## src/design/chbtd_pkg.sv

```systemverilog
`default_nettype none
package chbtd_pkg;

  localparam int IdWidth = 11;
  localparam int TempWidth = 16;
  localparam int DutyWidth = 8;
  localparam int CfgIndexWidth = 2;
  localparam int CfgDataWidth = 16;
  localparam int PinWidth = 5;

  typedef logic [1:0] dir_t;
  typedef logic [DutyWidth-1:0] duty_t;
  typedef logic signed [TempWidth-1:0] temp_t;
  typedef logic [PinWidth-1:0] pins_t;

  localparam logic [IdWidth-1:0] ID_TEMPERATURE = 11'h101;
  localparam logic [IdWidth-1:0] ID_MOTOR_CMD = 11'h200;

  localparam dir_t DIR_STOP = 2'd0;
  localparam dir_t DIR_FORWARD = 2'd1;
  localparam dir_t DIR_BACKWARD = 2'd2;
  localparam dir_t DIR_BRAKE = 2'd3;

  localparam duty_t FULL_DUTY = 8'd255;

  // pin order: 0 a_in1, 1 a_in2, 2 b_in1, 3 b_in2, 4 enable
  localparam pins_t PINS_FORWARD = 5'h19;
  localparam pins_t PINS_BACKWARD = 5'h16;
  localparam pins_t PINS_BRAKE = 5'h1f;
  localparam pins_t PINS_STOP = 5'h00;

  localparam logic [CfgIndexWidth-1:0] CFG_OVERHEAT = 2'd0;
  localparam logic [CfgIndexWidth-1:0] CFG_CLEAR = 2'd1;
  localparam logic [CfgIndexWidth-1:0] CFG_DERATE = 2'd2;

  localparam temp_t OVERHEAT_RESET = 16'sd6000;
  localparam temp_t CLEAR_RESET = 16'sd5500;
  localparam duty_t DERATE_RESET = 8'd150;

  function automatic pins_t dir_pins(input dir_t dir);
    pins_t p;
    case (dir)
      DIR_FORWARD: p = PINS_FORWARD;
      DIR_BACKWARD: p = PINS_BACKWARD;
      DIR_BRAKE: p = PINS_BRAKE;
      default: p = PINS_STOP;
    endcase
    return p;
  endfunction

  function automatic duty_t dir_duty(input dir_t dir, input duty_t duty);
    duty_t d;
    case (dir)
      DIR_FORWARD, DIR_BACKWARD: d = duty;
      DIR_BRAKE: d = FULL_DUTY;
      default: d = '0;
    endcase
    return d;
  endfunction

endpackage
`default_nettype wire

```

## src/design/can_commanded_hbridge_thermal_derate_core.sv

```systemverilog
// CAN-commanded dual H-bridge drive with thermal derating.
// Input channel (in_valid/in_ready) carries one received CAN frame per transfer:
// identifier, extended flag and four data bytes. Temperature frames (0x101) update
// the over-temperature flag with hysteresis; motor command frames (0x200) set
// direction and duty. All other frames leave state unchanged.
// Output channel (out_valid/out_ready) returns exactly one result per frame: the
// four bridge pin levels, driver enable, applied duty, protection flag and a
// handled flag.
// A frame passes through the input register, then the decision logic feeding the
// result register. Throughput is one frame per cycle, limited only by the result
// register draining.
// When the receiver stalls, the result holds and one more frame can wait in the
// input register; in_ready drops only when both are full.
// The cfg port writes overheat threshold (0), clear threshold (1) and derate duty
// (2); write only while no frame is in flight.
// Synchronous reset empties both registers, restores the default configuration and
// sets the drive state to stop direction, stop pins and zero duty.
`default_nettype none
module can_commanded_hbridge_thermal_derate_core (
  input wire logic clk,
  input wire logic rst,
  input wire logic cfg_write,
  input wire logic [chbtd_pkg::CfgIndexWidth-1:0] cfg_index,
  input wire logic [chbtd_pkg::CfgDataWidth-1:0] cfg_data,
  input wire logic in_valid,
  output logic in_ready,
  input wire logic [chbtd_pkg::IdWidth-1:0] frame_id,
  input wire logic is_extended,
  input wire logic [7:0] data_byte0,
  input wire logic [7:0] data_byte1,
  input wire logic [7:0] data_byte2,
  input wire logic [7:0] data_byte3,
  output logic out_valid,
  input wire logic out_ready,
  output logic bridge_a_in1,
  output logic bridge_a_in2,
  output logic bridge_b_in1,
  output logic bridge_b_in2,
  output logic driver_enable,
  output logic [7:0] drive_duty,
  output logic over_temp_active,
  output logic frame_handled
);
  import chbtd_pkg::*;

  temp_t overheat_threshold;
  temp_t clear_threshold;
  duty_t derate_duty;

  logic s_valid;
  logic [IdWidth-1:0] s_id;
  logic s_ext;
  logic [7:0] s_b0;
  logic [7:0] s_b1;
  logic [7:0] s_b2;
  logic [7:0] s_b3;

  logic protection_flag, protection_flag_next;
  dir_t stored_direction, stored_direction_next;
  duty_t stored_duty, stored_duty_next;
  pins_t pin_levels, pin_levels_next;
  duty_t applied_duty, applied_duty_next;

  logic advance;
  logic is_temp, is_cmd;
  temp_t temp;
  logic temp_hot, temp_cold, flag_temp;
  duty_t capped_duty, cmd_duty;
  dir_t cmd_dir;
  pins_t out_pins;

  assign advance = !out_valid || out_ready;
  assign in_ready = !s_valid || advance;

  // configuration registers
  always_ff @(posedge clk) begin
    if (rst) begin
      overheat_threshold <= OVERHEAT_RESET;
      clear_threshold <= CLEAR_RESET;
      derate_duty <= DERATE_RESET;
    end else if (cfg_write) begin
      case (cfg_index)
        CFG_OVERHEAT: overheat_threshold <= temp_t'(cfg_data);
        CFG_CLEAR: clear_threshold <= temp_t'(cfg_data);
        CFG_DERATE: derate_duty <= cfg_data[DutyWidth-1:0];
        default: ;
      endcase
    end
  end

  // input register
  always_ff @(posedge clk) begin
    if (rst) begin
      s_valid <= 1'b0;
    end else if (in_ready) begin
      s_valid <= in_valid;
    end
  end

  always_ff @(posedge clk) begin
    if (in_valid && in_ready) begin
      s_id <= frame_id;
      s_ext <= is_extended;
      s_b0 <= data_byte0;
      s_b1 <= data_byte1;
      s_b2 <= data_byte2;
      s_b3 <= data_byte3;
    end
  end

  // frame decode
  assign is_temp = !s_ext && (s_id == ID_TEMPERATURE);
  assign is_cmd = !s_ext && (s_id == ID_MOTOR_CMD);
  assign temp = temp_t'({s_b0, s_b1});
  assign temp_hot = temp >= overheat_threshold;
  assign temp_cold = temp < clear_threshold;
  assign flag_temp = temp_hot || (!temp_cold && (s_b2 != 8'd0));
  assign capped_duty = (stored_duty > derate_duty) ? derate_duty : stored_duty;
  assign cmd_dir = (s_b0 <= {6'd0, DIR_BRAKE}) ? s_b0[1:0] : DIR_STOP;
  assign cmd_duty = (protection_flag && (s_b1 > derate_duty)) ? derate_duty : s_b1;

  always_comb begin
    protection_flag_next = protection_flag;
    stored_direction_next = stored_direction;
    stored_duty_next = stored_duty;
    pin_levels_next = pin_levels;
    applied_duty_next = applied_duty;
    if (is_temp) begin
      protection_flag_next = flag_temp;
      if (flag_temp) begin
        stored_duty_next = capped_duty;
        if (stored_direction == DIR_FORWARD || stored_direction == DIR_BACKWARD) begin
          pin_levels_next = dir_pins(stored_direction);
          applied_duty_next = capped_duty;
        end
      end
    end else if (is_cmd) begin
      stored_direction_next = cmd_dir;
      stored_duty_next = cmd_duty;
      pin_levels_next = dir_pins(cmd_dir);
      applied_duty_next = dir_duty(cmd_dir, cmd_duty);
    end
  end

  // drive state
  always_ff @(posedge clk) begin
    if (rst) begin
      protection_flag <= 1'b0;
      stored_direction <= DIR_STOP;
      stored_duty <= '0;
      pin_levels <= PINS_STOP;
      applied_duty <= '0;
    end else if (s_valid && advance) begin
      protection_flag <= protection_flag_next;
      stored_direction <= stored_direction_next;
      stored_duty <= stored_duty_next;
      pin_levels <= pin_levels_next;
      applied_duty <= applied_duty_next;
    end
  end

  // result register
  always_ff @(posedge clk) begin
    if (rst) begin
      out_valid <= 1'b0;
    end else if (advance) begin
      out_valid <= s_valid;
    end
  end

  always_ff @(posedge clk) begin
    if (s_valid && advance) begin
      out_pins <= pin_levels_next;
      drive_duty <= applied_duty_next;
      over_temp_active <= protection_flag_next;
      frame_handled <= is_temp || is_cmd || (s_b3 != s_b3);
    end
  end

  assign bridge_a_in1 = out_pins[0];
  assign bridge_a_in2 = out_pins[1];
  assign bridge_b_in1 = out_pins[2];
  assign bridge_b_in2 = out_pins[3];
  assign driver_enable = out_pins[4];

endmodule
`default_nettype wire

```

## config.mk

```make
export PLATFORM = sky130hd
export DESIGN_NAME = can_commanded_hbridge_thermal_derate_core
export DESIGN_NICKNAME = d
export VERILOG_FILES = /design/src/design/chbtd_pkg.sv /design/src/design/can_commanded_hbridge_thermal_derate_core.sv
export SDC_FILE = /design/constraint.sdc
export NUM_CORES = 1
export LEC_CHECK = 0
export BUFFER_PORTS_ARGS = -buffer_cell sky130_fd_sc_hd__buf_2
export CAP_MARGIN = 0
export CELL_PAD_IN_SITES_DETAIL_PLACEMENT = 2
export CELL_PAD_IN_SITES_GLOBAL_PLACEMENT = 2
export CORE_MARGIN = 1.5
export CORE_UTILIZATION = 29
export CTS_CLUSTER_SIZE = 16
export DETAILED_ROUTE_END_ITERATION = 6
export PLACE_DENSITY = 0.73
export SLEW_MARGIN = 20
export SYNTH_ARGS = -nofsm -noshare
export SYNTH_HDL_FRONTEND = slang
export SYNTH_SLANG_ARGS = --single-unit
```

## constraint.sdc

```tcl
create_clock -name clk -period 3.4 [get_ports clk]
set_input_delay 0.51 -clock clk [delete_from_list [all_inputs] [get_ports clk]]
set_output_delay 0.51 -clock clk [all_outputs]
set_load 0.005 [all_outputs]
```

==> flow_summary.json <==
{
  "grt_overflow_total": 0,
  "cp-end-kind": "register",
  "synth_ff_type": "dfxtp_1",
  "synth_edf_count": 51,
  "cts_setup_buffers": 0,
  "cts_tree": "yes",
  "ys_top_cells_by_count": "nand2_1, dfxtp_1, inv_1",
  "finalHoldViolCount": 0,
  "post-dp-hpwl_um": 14000,
  "power_w": 0.00364,
  "ys_types": 57,
  "die_area_um2": 21700,
  "clockRootBuffer": "clkbuf_16",
  "max-slew-margin-rel_pct": 36.3,
  "grt_use_met1_pct": 21.5,
  "yosys_warnings": 0,
  "cts_buffer_depth": 2,
  "cp_max_fo": 17,
  "hold_class": "primary input to register",
  "clkTransAtPathRegs_ns": 0.06,
  "start_util_pct": 29.7,
  "syn_area_per_cell_um2": 9.86,
  "place.gp.congestion": 0.786,
  "rsz0062_at_grt": "no",
  "ir_drop_uv": 379,
  "wire_per_inst_um": 19.5,
  "core_area_um2": 20300,
  "finalCritPeriodShare_pct": 94.0,
  "post_cts_resized": 0,
  "synth-async-reset-ratio_pct": 0,
  "std_cell_rows": 52,
  "fin_tns_setup_ns": 0,
  "grt_pass1_wl_um": 30800,
  "grt.total_usage_pct": 18.6,
  "grt_pass1_vias": 5695,
  "cp.required_ns": 3.63,
  "drtAntennaViolNets": 0,
  "worst_pin_slew_ns": 0.956,
  "fin_crit_ns": 3.20,
  "status": "complete, no violations",
  "fin_util_pct": 36.1,
  "firstDrtPassIters": 4,
  "n_antenna_cell": 0,
  "syn-cell-area_um2": 6030,
  "top_usage_layer": "met2",
  "port_buffers": 75,
  "crit_type": "register to register",
  "use_met2_pct": 33.0,
  "drive_gt1_share_pct": 20.7,
  "yosysTopAreaCellShare_pct": 25.4,
  "die_height_um": 147,
  "antenna_found_initial": 0,
  "cts_buffers": 17,
  "powerDensity_nw_per_um2": 497,
  "syn-num-nets": 730,
  "pin_count": 84,
  "max_freq_mhz": 313,
  "area_delta_synth_final_pct": 21.5,
  "cellLeakagePower_nw": 2.94,
  "yosysTopAreaCell": "edfxtp_1",
  "synth_seq_cells": 117,
  "clk_latency_ns": 0.43,
  "synth_top_cells_by_area": "edfxtp_1, dfxtp_1, ha_1",
  "die_w_um": 147,
  "remaining_drc_errors": 0,
  "drt-vias-per-instance": 5.13,
  "vias": 5002,
  "num-nets-final": 811,
  "routed_wl_um": 19000,
  "drtIter0Drc": 181,
  "ctsHtreeMaxLevel": 4,
  "cp-start-kind": "register",
  "yosysMostFrequentCell": "nand2_1",
  "holdBufCountCts": 0,
  "synth_cells": 611,
  "cp_data_arrival_time_ns": 3.43,
  "cts_num_sinks": 117,
  "fin_worst_skew_ns": 0.0127,
  "maxCapViolCount": 0,
  "grt_use_met3_pct": 3.85,
  "seq_area_frac_synth_pct": 47.3,
  "slew_viol_final": 0,
  "grt_max_degree": 58,
  "setup_viol": 0
}
## power breakdown
group / internal (W) / switching [W] / total (W)
Sequential: 0.00152 / 0.0000359 / 0.00156
Combinational: 0.000109 / 0.000167 / 0.000276
Clock: 0.00104 / 0.000766 / 0.00181
Total: 0.00267 / 0.000968 / 0.00364
## per-layer routing
layer	wire (um)	vias to the layer above
met5	0	-
li1	-	2391
met4	561	0
met3	533	38
met1	8100	2480
met2	9850	93
## layout by cell type, fill, tap and decap left out, types with 7 or more instances in the layout
cell type and count:
buf_2 75, dfxtp_1 66, mux2i_1 7, clkbuf_16 17
o21ai_1 7, o221ai_1 8, nor2_1 38, buf_4 10
nor2b_1 14, o22ai_1 10, o21ai_0 26, nand2b_1 11
a21oi_1 47, inv_1 54, a221o_1 8, inv_6 7
o211ai_1 19, a211o_1 15, a221oi_2 8, edfxtp_1 51
nand4_1 10, ha_1 52, nand2_1 71
## sequential cells by signal, indices dropped and copies added (netlist names), 2 cells and up
name	count
pin_levels	5
overheat_threshold	16
derate_duty	8
s_id	11
s_b2	8
stored_direction	2
s_b1	8
s_b0	8
stored_duty	8
clear_threshold	16
applied_duty	8
drive_duty	8
out_pins	5
## final cells by class
class	count	area (um2)
fill	2259	13000
multi-input combinational	416	2890
sequential	117	2850
timing repair buffer	85	450
clock buffer	17	425
tap	270	338
inverter	55	206
clock inverter	15	160
## through the flow
step / cells / cell area, um2 / hold slack (ns) / setup WS, ns
after global routing: 975 / 7320 / 0.236 / 0.0408
after CTS: 975 / 7310 / 0.234 / 0.236
after floorplan: 611 / 6030 / 0.436 / 0.808
final: 975 / 7320 / 0.249 / 0.204
after global placement: 943 / 6730 / 0.442 / 0.355
after detailed placement: 943 / 6730 / 0.459 / 0.251
## critical path, cell delays in order (launching register included)
cell and delay, ns:
edfxtp_1 0.56, ha_1 0.40, nand4_1 0.16, a2111o_1 0.44
a31oi_1 0.38, and2b_1 0.34, nor3_4 0.22, buf_4 0.27
nand2_1 0.08, o211ai_1 0.14
## logic make-up (layout without fill, tap and decap cells)
group,Yosys count,count (layout),synth area share [%]
DFF,117,117,47.3
muxes,7,7,1.16
buffers and inverters,78,172,4.94
and+or+nand+nor,186,186,15.6
adders and majority gates,52,52,10.8
AOI/OAI and AO/OA,171,171,20.2
## path summary, 6_finish.rpt
path	start	end	slack [ns]	cells past startpoint
setup / recovery	s_b1[7]	drive_duty[0]	0.20	9
hold / removal	data_byte2[3]	s_b2[3]	0.25	1
setup reg to reg	s_b1[7]	drive_duty[0]	0.20	9
hold reg to reg	overheat_threshold[1]	overheat_threshold[1]	0.46	2
No activity file was read; power rests on OpenSTA's default activity.
